===== src/sv/sdsi_pkg.sv =====
`timescale 1ns / 1ps
`default_nettype none

package sdsi_pkg;

    typedef enum logic [13:0] {
        S_IDLE     = 14'b00000000000001,
        S_CMD0     = 14'b00000000000010,
        S_CMD8     = 14'b00000000000100,
        S_OCR1     = 14'b00000000001000,
        S_CMD55    = 14'b00000000010000,
        S_ACMD41   = 14'b00000000100000,
        S_OCR2     = 14'b00000001000000,
        S_CMD59    = 14'b00000010000000,
        S_CMD16    = 14'b00000100000000,
        S_READY    = 14'b00001000000000,
        S_FAIL_R7  = 14'b00010000000000,
        S_FAIL_OCR = 14'b00100000000000,
        S_FAIL_PWR = 14'b01000000000000,
        S_ACCESS   = 14'b10000000000000
    } step_t;

    localparam logic [1:0] REQ_START  = 2'd0;
    localparam logic [1:0] REQ_RESP   = 2'd1;
    localparam logic [1:0] REQ_ACCESS = 2'd2;

    localparam logic [2:0] ACC_RD_SINGLE = 3'd0;
    localparam logic [2:0] ACC_RD_MULTI  = 3'd1;
    localparam logic [2:0] ACC_WR_SINGLE = 3'd2;
    localparam logic [2:0] ACC_WR_MULTI  = 3'd3;
    localparam logic [2:0] ACC_STOP      = 3'd4;

    localparam logic [2:0] KIND_UNKNOWN  = 3'd0;
    localparam logic [2:0] KIND_V1       = 3'd1;
    localparam logic [2:0] KIND_SDSC     = 3'd2;
    localparam logic [2:0] KIND_SDHC     = 3'd3;
    localparam logic [2:0] KIND_UNUSABLE = 3'd4;

    localparam logic [2:0] STAT_BUSY     = 3'd0;
    localparam logic [2:0] STAT_READY    = 3'd1;
    localparam logic [2:0] STAT_BAD_R7   = 3'd2;
    localparam logic [2:0] STAT_BAD_OCR  = 3'd3;
    localparam logic [2:0] STAT_NO_POWER = 3'd4;
    localparam logic [2:0] STAT_REFUSED  = 3'd5;
    localparam logic [2:0] STAT_CARD_ERR = 3'd6;
    localparam logic [2:0] STAT_ACC_OK   = 3'd7;

    localparam logic [5:0] CMD_GO_IDLE   = 6'd0;
    localparam logic [5:0] CMD_IF_COND   = 6'd8;
    localparam logic [5:0] CMD_STOP      = 6'd12;
    localparam logic [5:0] CMD_SET_BLEN  = 6'd16;
    localparam logic [5:0] CMD_RD_SINGLE = 6'd17;
    localparam logic [5:0] CMD_RD_MULTI  = 6'd18;
    localparam logic [5:0] CMD_WR_SINGLE = 6'd24;
    localparam logic [5:0] CMD_WR_MULTI  = 6'd25;
    localparam logic [5:0] CMD_OP_COND   = 6'd41;
    localparam logic [5:0] CMD_APP       = 6'd55;
    localparam logic [5:0] CMD_READ_OCR  = 6'd58;
    localparam logic [5:0] CMD_CRC_ON    = 6'd59;

    localparam logic [7:0]  CRC_CMD0     = 8'h95;
    localparam logic [7:0]  CRC_CMD8     = 8'h87;
    localparam logic [7:0]  CRC_NONE     = 8'hFF;
    localparam logic [31:0] ARG_IF_COND  = 32'h0000_01AA;
    localparam logic [31:0] ARG_HCS      = 32'h4000_0000;
    localparam logic [31:0] SECTOR_BYTES = 32'd512;
    localparam logic [7:0]  R7_PATTERN   = 8'hAA;
    localparam logic [3:0]  R7_VHS_OK    = 4'd1;
    localparam logic [7:0]  R1_IDLE      = 8'h01;
    localparam logic [7:0]  R1_OK        = 8'h00;
    localparam int          SECTOR_SHIFT = 9;

    typedef struct packed {
        logic [1:0]  req_type;
        logic [7:0]  resp_r1;
        logic [31:0] resp_tail;
        logic [2:0]  access_kind;
        logic [31:0] sector;
    } item_t;

    typedef struct packed {
        logic        cmd_valid;
        logic        wake_clocks;
        logic [5:0]  cmd_index;
        logic [31:0] cmd_arg;
        logic [7:0]  cmd_crc;
        logic [2:0]  card_type;
        logic [2:0]  status;
    } result_t;

    function automatic logic [2:0] standing(input step_t step);
        logic [2:0] st;
        case (step)
            S_IDLE:     st = STAT_REFUSED;
            S_READY:    st = STAT_READY;
            S_FAIL_R7:  st = STAT_BAD_R7;
            S_FAIL_OCR: st = STAT_BAD_OCR;
            S_FAIL_PWR: st = STAT_NO_POWER;
            default:    st = STAT_BUSY;
        endcase
        return st;
    endfunction

    function automatic logic [5:0] access_cmd(input logic [2:0] kind);
        logic [5:0] idx;
        case (kind)
            ACC_RD_SINGLE: idx = CMD_RD_SINGLE;
            ACC_RD_MULTI:  idx = CMD_RD_MULTI;
            ACC_WR_SINGLE: idx = CMD_WR_SINGLE;
            ACC_WR_MULTI:  idx = CMD_WR_MULTI;
            default:       idx = CMD_STOP;
        endcase
        return idx;
    endfunction

endpackage

`default_nettype wire


===== src/sv/sd_spi_init_and_access_sequencer_unit.sv =====
// SD card SPI-mode command sequencer.
// Input channel (in_valid/in_stall): one word per request: start, card
// response (R1 plus 32-bit tail) or block access (kind, sector).
// Output channel (out_valid/out_stall): exactly one word per request, giving
// the command frame to send (cmd_valid, wake_clocks, index, argument, CRC),
// the recorded card type and a status code.
// Path: a word accepted into the input register is evaluated there and
// placed in the output register when out_stall does not hold a word there.
// Throughput: one word per cycle unless out_stall holds the output word; the
// sequencer state updates in the same cycle the word goes from input to output.
// Reset: sequencer idle, card type unknown, both registers empty.
// Stall: while out_stall holds a word in the output register, a word in
// the input register waits and in_stall rises; with the input register
// empty one further word is still taken.
`timescale 1ns / 1ps
`default_nettype none

module sd_spi_init_and_access_sequencer_unit
(
    input  wire logic        clk,
    input  wire logic        rst_n,
    input  wire logic        in_valid,
    output logic             in_stall,
    input  wire logic [1:0]  req_type,
    input  wire logic [7:0]  resp_r1,
    input  wire logic [31:0] resp_tail,
    input  wire logic [2:0]  access_kind,
    input  wire logic [31:0] sector,
    output logic             out_valid,
    input  wire logic        out_stall,
    output logic             cmd_valid,
    output logic             wake_clocks,
    output logic [5:0]       cmd_index,
    output logic [31:0]      cmd_arg,
    output logic [7:0]       cmd_crc,
    output logic [2:0]       card_type,
    output logic [2:0]       status
);

    sdsi_pkg::item_t   item_in;
    sdsi_pkg::item_t   item;
    sdsi_pkg::result_t res;
    sdsi_pkg::result_t res_reg;
    logic              item_valid;
    logic              out_blocked;
    logic              advance;
    logic              out_valid_reg;

    assign item_in.req_type    = req_type;
    assign item_in.resp_r1     = resp_r1;
    assign item_in.resp_tail   = resp_tail;
    assign item_in.access_kind = access_kind;
    assign item_in.sector      = sector;

    assign out_blocked = out_valid_reg && out_stall;
    assign advance     = item_valid && !out_blocked;

    sdsi_in_stage u_in_stage
    (
        .clk         (clk),
        .rst_n       (rst_n),
        .in_valid    (in_valid),
        .in_stall    (in_stall),
        .item_in     (item_in),
        .out_blocked (out_blocked),
        .item_valid  (item_valid),
        .item_out    (item)
    );

    sdsi_seq_core u_seq_core
    (
        .clk     (clk),
        .rst_n   (rst_n),
        .advance (advance),
        .item    (item),
        .res     (res)
    );

    always_ff @(posedge clk or negedge rst_n)
    begin
        if (!rst_n)
        begin
            out_valid_reg <= 1'b0;
        end
        else if (!out_blocked)
        begin
            out_valid_reg <= item_valid;
        end
    end

    always_ff @(posedge clk)
    begin
        if (advance)
        begin
            res_reg <= res;
        end
    end

    assign out_valid   = out_valid_reg;
    assign cmd_valid   = res_reg.cmd_valid;
    assign wake_clocks = res_reg.wake_clocks;
    assign cmd_index   = res_reg.cmd_index;
    assign cmd_arg     = res_reg.cmd_arg;
    assign cmd_crc     = res_reg.cmd_crc;
    assign card_type   = res_reg.card_type;
    assign status      = res_reg.status;

endmodule

`default_nettype wire


===== src/sv/sdsi_in_stage.sv =====
`timescale 1ns / 1ps
`default_nettype none

module sdsi_in_stage
(
    input  wire logic           clk,
    input  wire logic           rst_n,
    input  wire logic           in_valid,
    output logic                in_stall,
    input  wire sdsi_pkg::item_t item_in,
    input  wire logic           out_blocked,
    output logic                item_valid,
    output sdsi_pkg::item_t     item_out
);

    logic            valid_reg;
    logic            valid_next;
    sdsi_pkg::item_t item_reg;

    assign in_stall   = valid_reg && out_blocked;
    assign valid_next = in_stall ? 1'b1 : in_valid;

    always_ff @(posedge clk or negedge rst_n)
    begin
        if (!rst_n)
        begin
            valid_reg <= 1'b0;
        end
        else
        begin
            valid_reg <= valid_next;
        end
    end

    always_ff @(posedge clk)
    begin
        if (in_valid && !in_stall)
        begin
            item_reg <= item_in;
        end
    end

    assign item_valid = valid_reg;
    assign item_out   = item_reg;

endmodule

`default_nettype wire


===== src/sv/sdsi_seq_core.sv =====
`timescale 1ns / 1ps
`default_nettype none

module sdsi_seq_core
(
    input  wire logic            clk,
    input  wire logic            rst_n,
    input  wire logic            advance,
    input  wire sdsi_pkg::item_t item,
    output sdsi_pkg::result_t    res
);

    sdsi_pkg::step_t step_reg;
    sdsi_pkg::step_t step_next;
    logic [2:0]      kind_reg;
    logic [2:0]      kind_next;
    logic            cmd_valid;
    logic            wake;
    logic [5:0]      cmd_index;
    logic [31:0]     cmd_arg;
    logic [7:0]      cmd_crc;
    logic [2:0]      status;
    logic [31:0]     acc_arg;

    always_comb
    begin
        step_next = step_reg;
        kind_next = kind_reg;
        cmd_valid = 1'b0;
        wake      = 1'b0;
        cmd_index = '0;
        cmd_arg   = '0;
        cmd_crc   = '0;
        status    = sdsi_pkg::STAT_BUSY;
        acc_arg   = '0;
        case (item.req_type)
            sdsi_pkg::REQ_START:
            begin
                kind_next = sdsi_pkg::KIND_UNKNOWN;
                wake      = 1'b1;
                cmd_valid = 1'b1;
                cmd_index = sdsi_pkg::CMD_GO_IDLE;
                cmd_crc   = sdsi_pkg::CRC_CMD0;
                step_next = sdsi_pkg::S_CMD0;
            end
            sdsi_pkg::REQ_RESP:
            begin
                case (step_reg)
                    sdsi_pkg::S_CMD0:
                    begin
                        cmd_valid = 1'b1;
                        if (item.resp_r1 == sdsi_pkg::R1_IDLE)
                        begin
                            cmd_index = sdsi_pkg::CMD_IF_COND;
                            cmd_arg   = sdsi_pkg::ARG_IF_COND;
                            cmd_crc   = sdsi_pkg::CRC_CMD8;
                            step_next = sdsi_pkg::S_CMD8;
                        end
                        else
                        begin
                            cmd_index = sdsi_pkg::CMD_GO_IDLE;
                            cmd_crc   = sdsi_pkg::CRC_CMD0;
                        end
                    end
                    sdsi_pkg::S_CMD8:
                    begin
                        if (item.resp_r1[2])
                        begin
                            kind_next = sdsi_pkg::KIND_V1;
                            cmd_valid = 1'b1;
                            cmd_index = sdsi_pkg::CMD_READ_OCR;
                            cmd_crc   = sdsi_pkg::CRC_NONE;
                            step_next = sdsi_pkg::S_OCR1;
                        end
                        else if (item.resp_tail[7:0] != sdsi_pkg::R7_PATTERN)
                        begin
                            cmd_valid = 1'b1;
                            cmd_index = sdsi_pkg::CMD_IF_COND;
                            cmd_arg   = sdsi_pkg::ARG_IF_COND;
                            cmd_crc   = sdsi_pkg::CRC_CMD8;
                        end
                        else if (item.resp_tail[11:8] != sdsi_pkg::R7_VHS_OK)
                        begin
                            kind_next = sdsi_pkg::KIND_UNUSABLE;
                            step_next = sdsi_pkg::S_FAIL_R7;
                            status    = sdsi_pkg::STAT_BAD_R7;
                        end
                        else
                        begin
                            cmd_valid = 1'b1;
                            cmd_index = sdsi_pkg::CMD_READ_OCR;
                            cmd_crc   = sdsi_pkg::CRC_NONE;
                            step_next = sdsi_pkg::S_OCR1;
                        end
                    end
                    sdsi_pkg::S_OCR1:
                    begin
                        if (item.resp_r1 != sdsi_pkg::R1_IDLE)
                        begin
                            cmd_valid = 1'b1;
                            cmd_index = sdsi_pkg::CMD_READ_OCR;
                            cmd_crc   = sdsi_pkg::CRC_NONE;
                        end
                        else if (item.resp_tail[21:20] != 2'b11)
                        begin
                            kind_next = sdsi_pkg::KIND_UNUSABLE;
                            step_next = sdsi_pkg::S_FAIL_OCR;
                            status    = sdsi_pkg::STAT_BAD_OCR;
                        end
                        else
                        begin
                            cmd_valid = 1'b1;
                            cmd_index = sdsi_pkg::CMD_APP;
                            cmd_crc   = sdsi_pkg::CRC_NONE;
                            step_next = sdsi_pkg::S_CMD55;
                        end
                    end
                    sdsi_pkg::S_CMD55:
                    begin
                        cmd_valid = 1'b1;
                        cmd_crc   = sdsi_pkg::CRC_NONE;
                        if (item.resp_r1 == sdsi_pkg::R1_IDLE)
                        begin
                            cmd_index = sdsi_pkg::CMD_OP_COND;
                            cmd_arg   = sdsi_pkg::ARG_HCS;
                            step_next = sdsi_pkg::S_ACMD41;
                        end
                        else
                        begin
                            cmd_index = sdsi_pkg::CMD_APP;
                        end
                    end
                    sdsi_pkg::S_ACMD41:
                    begin
                        cmd_valid = 1'b1;
                        cmd_crc   = sdsi_pkg::CRC_NONE;
                        if (item.resp_r1 == sdsi_pkg::R1_OK)
                        begin
                            cmd_index = sdsi_pkg::CMD_READ_OCR;
                            step_next = sdsi_pkg::S_OCR2;
                        end
                        else
                        begin
                            cmd_index = sdsi_pkg::CMD_APP;
                            step_next = sdsi_pkg::S_CMD55;
                        end
                    end
                    sdsi_pkg::S_OCR2:
                    begin
                        if (item.resp_r1 != sdsi_pkg::R1_OK)
                        begin
                            cmd_valid = 1'b1;
                            cmd_index = sdsi_pkg::CMD_READ_OCR;
                            cmd_crc   = sdsi_pkg::CRC_NONE;
                        end
                        else if (!item.resp_tail[31])
                        begin
                            kind_next = sdsi_pkg::KIND_UNUSABLE;
                            step_next = sdsi_pkg::S_FAIL_PWR;
                            status    = sdsi_pkg::STAT_NO_POWER;
                        end
                        else
                        begin
                            kind_next = item.resp_tail[30] ? sdsi_pkg::KIND_SDHC
                                                           : sdsi_pkg::KIND_SDSC;
                            cmd_valid = 1'b1;
                            cmd_index = sdsi_pkg::CMD_CRC_ON;
                            cmd_crc   = sdsi_pkg::CRC_NONE;
                            step_next = sdsi_pkg::S_CMD59;
                        end
                    end
                    sdsi_pkg::S_CMD59:
                    begin
                        cmd_valid = 1'b1;
                        cmd_crc   = sdsi_pkg::CRC_NONE;
                        if (item.resp_r1 == sdsi_pkg::R1_OK)
                        begin
                            cmd_index = sdsi_pkg::CMD_SET_BLEN;
                            cmd_arg   = sdsi_pkg::SECTOR_BYTES;
                            step_next = sdsi_pkg::S_CMD16;
                        end
                        else
                        begin
                            cmd_index = sdsi_pkg::CMD_CRC_ON;
                        end
                    end
                    sdsi_pkg::S_CMD16:
                    begin
                        if (item.resp_r1 == sdsi_pkg::R1_OK)
                        begin
                            step_next = sdsi_pkg::S_READY;
                            status    = sdsi_pkg::STAT_READY;
                        end
                        else
                        begin
                            cmd_valid = 1'b1;
                            cmd_index = sdsi_pkg::CMD_SET_BLEN;
                            cmd_arg   = sdsi_pkg::SECTOR_BYTES;
                            cmd_crc   = sdsi_pkg::CRC_NONE;
                        end
                    end
                    sdsi_pkg::S_ACCESS:
                    begin
                        step_next = sdsi_pkg::S_READY;
                        status    = (item.resp_r1 == sdsi_pkg::R1_OK)
                                    ? sdsi_pkg::STAT_ACC_OK : sdsi_pkg::STAT_CARD_ERR;
                    end
                    default:
                    begin
                        status = sdsi_pkg::standing(step_reg);
                    end
                endcase
            end
            sdsi_pkg::REQ_ACCESS:
            begin
                if (item.access_kind == sdsi_pkg::ACC_STOP)
                begin
                    acc_arg = '0;
                end
                else if (kind_reg == sdsi_pkg::KIND_SDSC)
                begin
                    acc_arg = item.sector << sdsi_pkg::SECTOR_SHIFT;
                end
                else
                begin
                    acc_arg = item.sector;
                end
                if (step_reg == sdsi_pkg::S_READY
                    && item.access_kind inside {[sdsi_pkg::ACC_RD_SINGLE:sdsi_pkg::ACC_STOP]}
                    && kind_reg inside {sdsi_pkg::KIND_SDSC, sdsi_pkg::KIND_SDHC})
                begin
                    cmd_valid = 1'b1;
                    cmd_index = sdsi_pkg::access_cmd(item.access_kind);
                    cmd_arg   = acc_arg;
                    cmd_crc   = sdsi_pkg::CRC_NONE;
                    step_next = sdsi_pkg::S_ACCESS;
                end
                else
                begin
                    status = sdsi_pkg::STAT_REFUSED;
                end
            end
            default:
            begin
                status = sdsi_pkg::standing(step_reg);
            end
        endcase
    end

    always_ff @(posedge clk or negedge rst_n)
    begin
        if (!rst_n)
        begin
            step_reg <= sdsi_pkg::S_IDLE;
            kind_reg <= sdsi_pkg::KIND_UNKNOWN;
        end
        else if (advance)
        begin
            step_reg <= step_next;
            kind_reg <= kind_next;
        end
    end

    assign res.cmd_valid   = cmd_valid;
    assign res.wake_clocks = wake;
    assign res.cmd_index   = cmd_index;
    assign res.cmd_arg     = cmd_arg;
    assign res.cmd_crc     = cmd_crc;
    assign res.card_type   = kind_next;
    assign res.status      = status;

endmodule

`default_nettype wire


===== config.mk =====
export PLATFORM = sky130hd
export DESIGN_NAME = sd_spi_init_and_access_sequencer_unit
export DESIGN_NICKNAME = d
export VERILOG_FILES = /design/src/sv/sdsi_pkg.sv /design/src/sv/sd_spi_init_and_access_sequencer_unit.sv /design/src/sv/sdsi_in_stage.sv /design/src/sv/sdsi_seq_core.sv
export SDC_FILE = /design/constraint.sdc
export NUM_CORES = 1
export LEC_CHECK = 0
export ABC_AREA = 1
export BUFFER_PORTS_ARGS = -buffer_cell sky130_fd_sc_hd__clkbuf_2
export CAP_MARGIN = 20
export CELL_PAD_IN_SITES_DETAIL_PLACEMENT = 1
export CELL_PAD_IN_SITES_GLOBAL_PLACEMENT = 1
export CORE_UTILIZATION = 35
export CTS_BUF_LIST = sky130_fd_sc_hd__clkbuf_16
export DETAILED_ROUTE_END_ITERATION = 7
export PLACE_DENSITY_LB_ADDON = 0.15
export SLEW_MARGIN = 40
export SYNTH_ARGS = -nofsm -noshare
export SYNTH_HDL_FRONTEND = slang
export SYNTH_SLANG_ARGS = --single-unit

===== constraint.sdc =====
create_clock -name clk -period 4.95 [get_ports clk]
set_clock_uncertainty 0.15 [all_clocks]
set_input_delay 0.2475 -clock clk [delete_from_list [all_inputs] [get_ports clk]]
set_output_delay 0.2475 -clock clk [all_outputs]
set_load 0.01 [all_outputs]

; ---- Word-level counts from Yosys, hierarchy flattened
; Index checks and enable logic that the tools add are counted.
[totals]
regBits = 150
inputBits = 81
out_inout_bits = 56
wordCells = 162
[classes]
n_lt_le_gt_ge = 2
n_eq_ne = 36
n_mux = 90
reduce_logical = 18
[ops]
columns = op, count
row1 = case mux 32 bit (5 select lines), 1
row2 = two-way mux 32 bit, 4
row3 = two-way mux 14 bit, 9
row4 = case mux 14 bit (9 select lines), 1
row5 = two-way mux 8 bit, 9
row6 = case mux 32 bit (2 select lines), 1
row7 = two-way mux 6 bit, 9
row8 = case mux 6 bit (8 select lines), 1
row9 = case mux 8 bit (6 select lines), 1
row10 = case mux 14 bit (3 select lines), 1
row11 = two-way mux 3 bit, 13
row12 = two-way mux 31 bit, 1
row13 = case mux 8 bit (3 select lines), 1
row14 = two-way mux 10 bit, 2
row15 = case mux 5 bit (4 select lines), 1
row16 = two-way mux 9 bit, 2
row17 = case mux 3 bit (3 select lines), 2
row18 = case mux 3 bit (6 select lines), 1
row19 = two-way mux 5 bit, 3
row20 = case mux 3 bit (5 select lines), 1
row21 = "equality test 14 x 1 -> 1 bit, second input constant", 1
row22 = "equality test 14 x 10 -> 1 bit, second input constant", 1
row23 = "equality test 14 x 11 -> 1 bit, second input constant", 1
row24 = "equality test 14 x 12 -> 1 bit, second input constant", 1
row25 = other kinds (49), 78

; ---- Longest topological paths before layout
; Gate-level depths: netlist of run 1.
[depth]
depth_word = 6
mapped_depth = 14
ltp_nobuf = 13

; ---- Modules after synthesis
; A second synthesis of run 1 with hierarchy kept.
[unflattened]
hier_cells = 645
hier_area_um2 = 6840.3
[by_module_without_submodules]
columns = module, n_inst, cells_each, area_per_inst_um2, seq_area_each_um2
row1 = sdsi_seq_core, 1, 502, 2816.5, 426.7
row2 = sdsi_in_stage, 1, 83, 2357.3, 2337.2
row3 = sd_spi_init_and_access_sequencer_unit, 1, 60, 1666.6, 1646.6

; ---- Worst setup path after synthesis of run 1
; No wires, ideal clock.
[synth_path]
path_kind = register to register
start = reg out_valid_reg (netlist: out_valid)
end = reg u_seq_core.step_reg[10]
setup_time_ns = 0.123
t_arrival_ns = 2.387
t_required_ns = 4.677
slack_ns = 2.290
stages_incl_launch_ff = 8
n_path_buf = 1
synth_period_minus_slack_ns = 2.660
cell_sequence = dfrtp_1 nand2_1 nand2_1 inv_1 nand3_2 buf_2 o21ai_0 nand2_1
[synth_via]
elab_chain_cells = 4
[synth_rtl]
columns = element, line_no
row1 = "start, declared", sd_spi_init_and_access_sequencer_unit.sv:47  ; logic out_valid_reg;
row2 = "start signal, assigned", sd_spi_init_and_access_sequencer_unit.sv:87  ; out_valid_reg <= item_valid;
row3 = logical AND 1 bit, sd_spi_init_and_access_sequencer_unit.sv:55  ; assign out_blocked = out_valid_reg && out_stall;
row4 = logical NOT 1 bit, --
row5 = logical AND 1 bit, sd_spi_init_and_access_sequencer_unit.sv:56  ; assign advance = item_valid && !out_blocked;
row6 = named net advance, sd_spi_init_and_access_sequencer_unit.sv:46  ; logic advance;
row7 = AND reduction 11 bit (no source line), --
row8 = "end signal, assigned", sdsi_seq_core.sv:254  ; step_reg <= sdsi_pkg::S_IDLE;
row9 = "end signal, assigned", sdsi_seq_core.sv:259  ; step_reg <= step_next;
row10 = "end, declared", sdsi_seq_core.sv:13  ; sdsi_pkg::step_t step_reg;
; The timed path passes the listed nets, and every way through them passes these cells.
; A chain may end at the register's enable or synchronous reset.

==> run metrics, run 1 <==
Setup Fix Bufs, Post-CTS 0; Final TNS setup 0 ns; VDD IR max 0.249 mV; Post-Syn Area 6220 um^2; port bufs 120; Final Hold Fails 0; htree depth 4; number of global-route vias before repair 5426; Setup Viol. Count Final 0; required time worst endpoint 4.95 ns; via/cell ratio 4.78; clock share of power 0.411; final net count 899; layout cells sized above 1 0.247; Crit-path slowest cell clkinv_1; initial antenna violation count 0; Worst-Skew Late Latency 0.42 ns; Critical Path End Type flop; clock slew at reported path FFs 0.06 ns; die footprint 18300 um^2; initial DRC count 189; total detailed-routing wirelength 17.5 mm; number of distinct library cells after synthesis 40; syn avg cell area 9.90 um^2; largest net degree at the start of global routing 56; CTS Root Buffer Type clkbuf_16; n_diodes 0; gpl congestion 0.851; Critical Path AT 2.77 ns; max FFs per register 61; Slew Limit Headroom 0.495; drt drc 0; crit-path max FO 29; MaxCap Viol Count 0; Power Internal 2.21 mW; Num CTS Buffers 17; Syn Inst Count 628; CP peak stage delay 0.67 ns; Total Routing Usage GR 0.207; drt pass-1 iters 4; critical path class reg -> reg; Flop pwr share 0.426; Sw Pwr 0.895 mW; PwrDens 377 nW/um^2; YS warnings 0; antenna viol nets, final 0; Hold Crit Class in -> async; Mapped Nets 713; CTS tree built; Initial Util 0.360; hpwl dp 11.7 mm; synthesis-to-finish area growth 32.7%; Max Clock Freq 0.360 GHz; critical-path cell list inv_1 > nand2_1 > nor2_2 > buf_4 > clkinv_1 > nand2_1 > o21ai_0; global-route wire length before repair 28.6 mm; Wirelength per Cell 16.6 um; startpoint types flop; outcome complete, no violations; CTS resizes 0; global route overflow 0; routed vias 5024; number of synthesized register bits 130; DIE WIDTH 135 um; RSZ-0062 raised after global routing no; sw frac 0.288; I/O pin count 137; crit-path most repeated cell nand2_1; fraction of registers with async set/reset 0.146; sequential fraction of the synthesis area 0.613; combinational power share 0.162; row cnt 48; Final min period 2.78 ns; Post-synth EDFFs 111; core box area 17300 um^2; Die Span Y 135 um; Synth Flop Type edfxtp_1; CTS sink count 130; Worst-Margin Slew 0.752 ns; final period utilization 0.561; utilization after layout 0.477; leakage 3.65 nW; Max clock buf depth 2; pins over their slew limit 0
==> synthesized netlist by cell type (2+ instances only) <==
cell / number / area, um^2
o21ai_1: 3 / 15.0
edfxtp_1: 111 / 3330
inv_1: 69 / 259
buf_6: 2 / 22.5
nand2_1: 155 / 582
nand3_2: 2 / 20.0
nand3_1: 44 / 220
buf_4: 5 / 37.5
nor2_4: 6 / 67.6
nand2_2: 3 / 18.8
dfrtp_1: 18 / 450
nand4_1: 11 / 68.8
ha_1: 4 / 50.1
clkbuf_1: 8 / 30.0
or2_2: 2 / 12.5
buf_2: 3 / 15.0
inv_2: 2 / 7.51
nand2_4: 4 / 45.0
nor2_1: 66 / 248
a21oi_1: 21 / 105
a21oi_2: 7 / 61.3
a211oi_2: 5 / 62.6
buf_1: 2 / 7.51
and3_1: 2 / 12.5
nor2_2: 8 / 50.1
o21ai_0: 40 / 200
nand3b_2: 2 / 22.5
nor3_1: 11 / 55.1
==> power groups by stage <==
stage | clock network, mW | registers (mW) | logic (mW)
6_report | 1.28 | 1.33 | 0.505
5_1_grt | 1.34 | 1.34 | 0.567
4_1_cts | 1.30 | 1.33 | 0.507
3_5_place_dp | 0 | 1.35 | 0.463
3_3_place_gp | 0 | 1.34 | 0.452
2_1_floorplan | 0 | 1.36 | 0.297
==> metrics by stage <==
step / total power, mW / std cells / cell area (um^2) / hold slack [ns] / setup WS [ns]
3_3_place_gp: 1.80 / 956 / 7010 / 0.106 / 2.20
4_1_cts: 3.13 / 1052 / 8250 / 0.217 / 2.26
5_1_grt: 3.24 / 1052 / 8250 / 0.264 / 1.88
2_1_floorplan: 1.65 / 628 / 6220 / -0.198 / 2.29
6_report: 3.11 / 1052 / 8250 / 0.204 / 2.17
3_5_place_dp: 1.81 / 956 / 7020 / 0.110 / 2.34
==> routing by layer <==
metal  vias up  GRT usage  share of wire
met5         -          0              0
met4         0     0.0674          0.014
met3        24     0.0486          0.038
met2       115      0.348           0.50
met1      2405      0.260           0.45
li1       2480          -              -
==> path summary, 6_finish.rpt <==
kind | startpoint | cells past startpoint | slack [ns] | to
setup / recovery | u_seq_core.kind_reg[2] | 7 | 2.17 | cmd_arg[8]
hold / removal | rst_n | 2 | 0.20 | u_seq_core.step_reg[7]
setup reg to reg | u_seq_core.kind_reg[2] | 7 | 2.17 | cmd_arg[8]
hold reg to reg | u_seq_core.step_reg[0] | 2 | 0.37 | u_seq_core.step_reg[0]
max in group asynchronous | rst_n | 2 | 4.08 | u_seq_core.step_reg[0]
min in group clk | u_seq_core.step_reg[0] | 2 | 0.37 | u_seq_core.step_reg[0]
==> cell families (layout without fill, tap and decap cells) <==
family                     Yosys count  in the layout  share of synthesized area
and+or+nand+nor                    320            320                      0.239
DFF                                130            130                      0.613
buffers and inverters               93            292                     0.0626
AOI/OAI and AO/OA                   80             80                     0.0762
adders and majority gates            4              4                    0.00805
xor gates and xnor gates             1              1                    0.00141
==> final cells by class <==
type | instances | area [um^2]
multi-input combinational | 405 | 2030
sequential | 130 | 3810
clock inverter | 15 | 170
timing repair buffer | 187 | 1260
inverter | 73 | 277
fill | 1977 | 9040
clock buffer | 17 | 425
tap | 225 | 282
==> placed cells by master, fill, tap and decap left out, types with 5 or more instances in the layout <==
cell	n
edfxtp_1	111
nor2_1	65
nand3_1	44
inv_6	5
dfrtp_1	18
a21oi_1	21
nand2_1	155
clkbuf_16	17
nor2_2	9
clkbuf_2	120
o21ai_0	40
a211oi_2	5
nand4_1	11
nor2_4	6
dlygate4sd3_1	64
nor3_1	11
a21oi_2	7
inv_1	66
==> timing repair <==
| item | CTS | global route |
|---|---|---|
| hold buffers | 64 | 0 |
| setup endpoints to repair | 0 | 0 |
| hold endpoints to repair | 81 | 0 |
==> critical path, delay by kind of cell (launching register included) <==
family	cells	cell delay, ns
AND/OR/NAND/NOR	3	0.72
flip-flops	1	0.41
AO/OA/AOI/OAI	1	0.14
buffers and inverters	3	1.08
Note: power is estimated with default switching activity, not from simulation.
==> run 2, diff against run 1 <==
clock period = 2.8 ns   (was 4.95 ns; I/O delays follow)
==> run metrics, run 2 (same netlist as run 1, synthesis figures left out) <==
Total Routing Usage GR 0.201; filler instances 1976; Setup Fix Bufs, Post-CTS 0; drt drc 0; total detailed-routing wirelength 17.6 mm; clock slew at reported path FFs 0.06 ns; port bufs 120; Hold WS 0.0980 ns; leakage 3.68 nW; Num CTS Buffers 17; utilization after layout 0.480; Max Clock Freq 0.410 GHz; initial DRC count 202; crit-path max FO 9; Worst-Skew Late Latency 0.42 ns; largest net degree at the start of global routing 62; VDD IR max 0.450 mV; core box area 17300 um^2; I/O pin count 137; n_diodes 0; required time worst endpoint 2.81 ns; Slew Limit Headroom 0.521; max FFs per register 61; outcome complete, no violations; CTS tree built; Place WS 0.415 ns; htree depth 4; fin cells 1062; CTS resizes 0; routed vias 5171; placed cell count 966; critical path class reg -> reg; most frequent cells in the layout nand2_1, clkbuf_2, edfxtp_1, inv_1, nor2_1; via/cell ratio 4.87; final net count 909; Final min period 2.44 ns; Critical Path AT 2.45 ns; pins over their slew limit 0; Setup Viol. Count Final 0; initial antenna violation count 0; Pwr Total 5.31 mW; Final Hold Fails 0; Max clock buf depth 2; Die Span Y 135 um; global route overflow 0; Final TNS setup 0 ns; CTS sink count 130; Final Instance Area 8300 um^2; hpwl dp 12.2 mm; PwrDens 640 nW/um^2; global-route wire length before repair 27.7 mm; most common cell after layout, fill and taps aside nand2_1; layout cells sized above 1 0.250; synthesis-to-finish area growth 33.4%; antenna viol nets, final 0; area of the multi-input gates 2020 um^2; Reg area 3810 um^2; CP Launch Point u_in_stage.item_out[69]; Initial Util 0.360; CTS Root Buffer Type clkbuf_16; final period utilization 0.871; number of global-route vias before repair 5391; Worst-Margin Slew 0.719 ns; startpoint types flop; DIE WIDTH 135 um; area of placed instances 7110 um^2; gpl congestion 0.851; drt pass-1 iters 4; Critical Path End Type flop; FF-to-FF Start u_in_stage.item_out[69]; die footprint 18300 um^2; Wirelength per Cell 16.6 um; Hold Crit Class in -> async; row cnt 48; RSZ-0062 raised after global routing no; post-route worst setup slack 0.363 ns; MaxCap Viol Count 0
-- run 2: path summary, 6_finish.rpt --
check	endpoint	slack (ns)	cells past startpoint
min in group clk	u_in_stage.item_out[36]	0.28	2
worst min-delay path	u_seq_core.kind_reg[0]	0.1	2
worst max-delay path	cmd_crc[2]	0.36	10
max in group asynchronous	u_seq_core.step_reg[10]	2.01	2
worst max register to register	cmd_crc[2]	0.36	10
worst min register to register	u_seq_core.step_reg[0]	0.37	2
-- run 2: cell type report --
type                    count  share of cell area
flip-flops and latches    130               0.459
multi-input cells         405               0.244
repair buffers            197               0.164
clock buffers              17              0.0513
well taps                 225              0.0339
inverters                  73              0.0333
clock inverters            15              0.0140
-- run 2: worst max-delay path: stages (launching register included) --
cell      delay [ns]
edfxtp_1        0.40
inv_2           0.14
nand2_1         0.06
nor2_1          0.13
nand2_1         0.26
o21ai_1         0.47
nand2_1         0.10
inv_1           0.09
nand2_1         0.07
o21ai_1         0.21
a21oi_1         0.10
-- run 2: metal layers --
| metal | part of all wire | wire length, um | vias up | global-route usage |
|---|---|---|---|---|
| li1 | - | - | 2507 | - |
| met1 | 0.44 | 7680 | 2488 | 0.242 |
| met2 | 0.49 | 8550 | 136 | 0.339 |
| met3 | 0.047 | 834 | 40 | 0.0509 |
| met4 | 0.029 | 516 | 0 | 0.0899 |
| met5 | 0 | 0 | - | 0 |
-- run 2: report_power, final --
part           internal, mW  switching (mW)  total (mW)
Sequential             2.27          0.0734        2.34
Combinational         0.326           0.593       0.920
Clock                  1.21           0.842        2.05
-- run 2: what timing repair did --
action,4_1_cts,5_1_grt
setup endpoints to repair,0,0
hold buffers,64,0
endpoints found under the hold margin,82,0
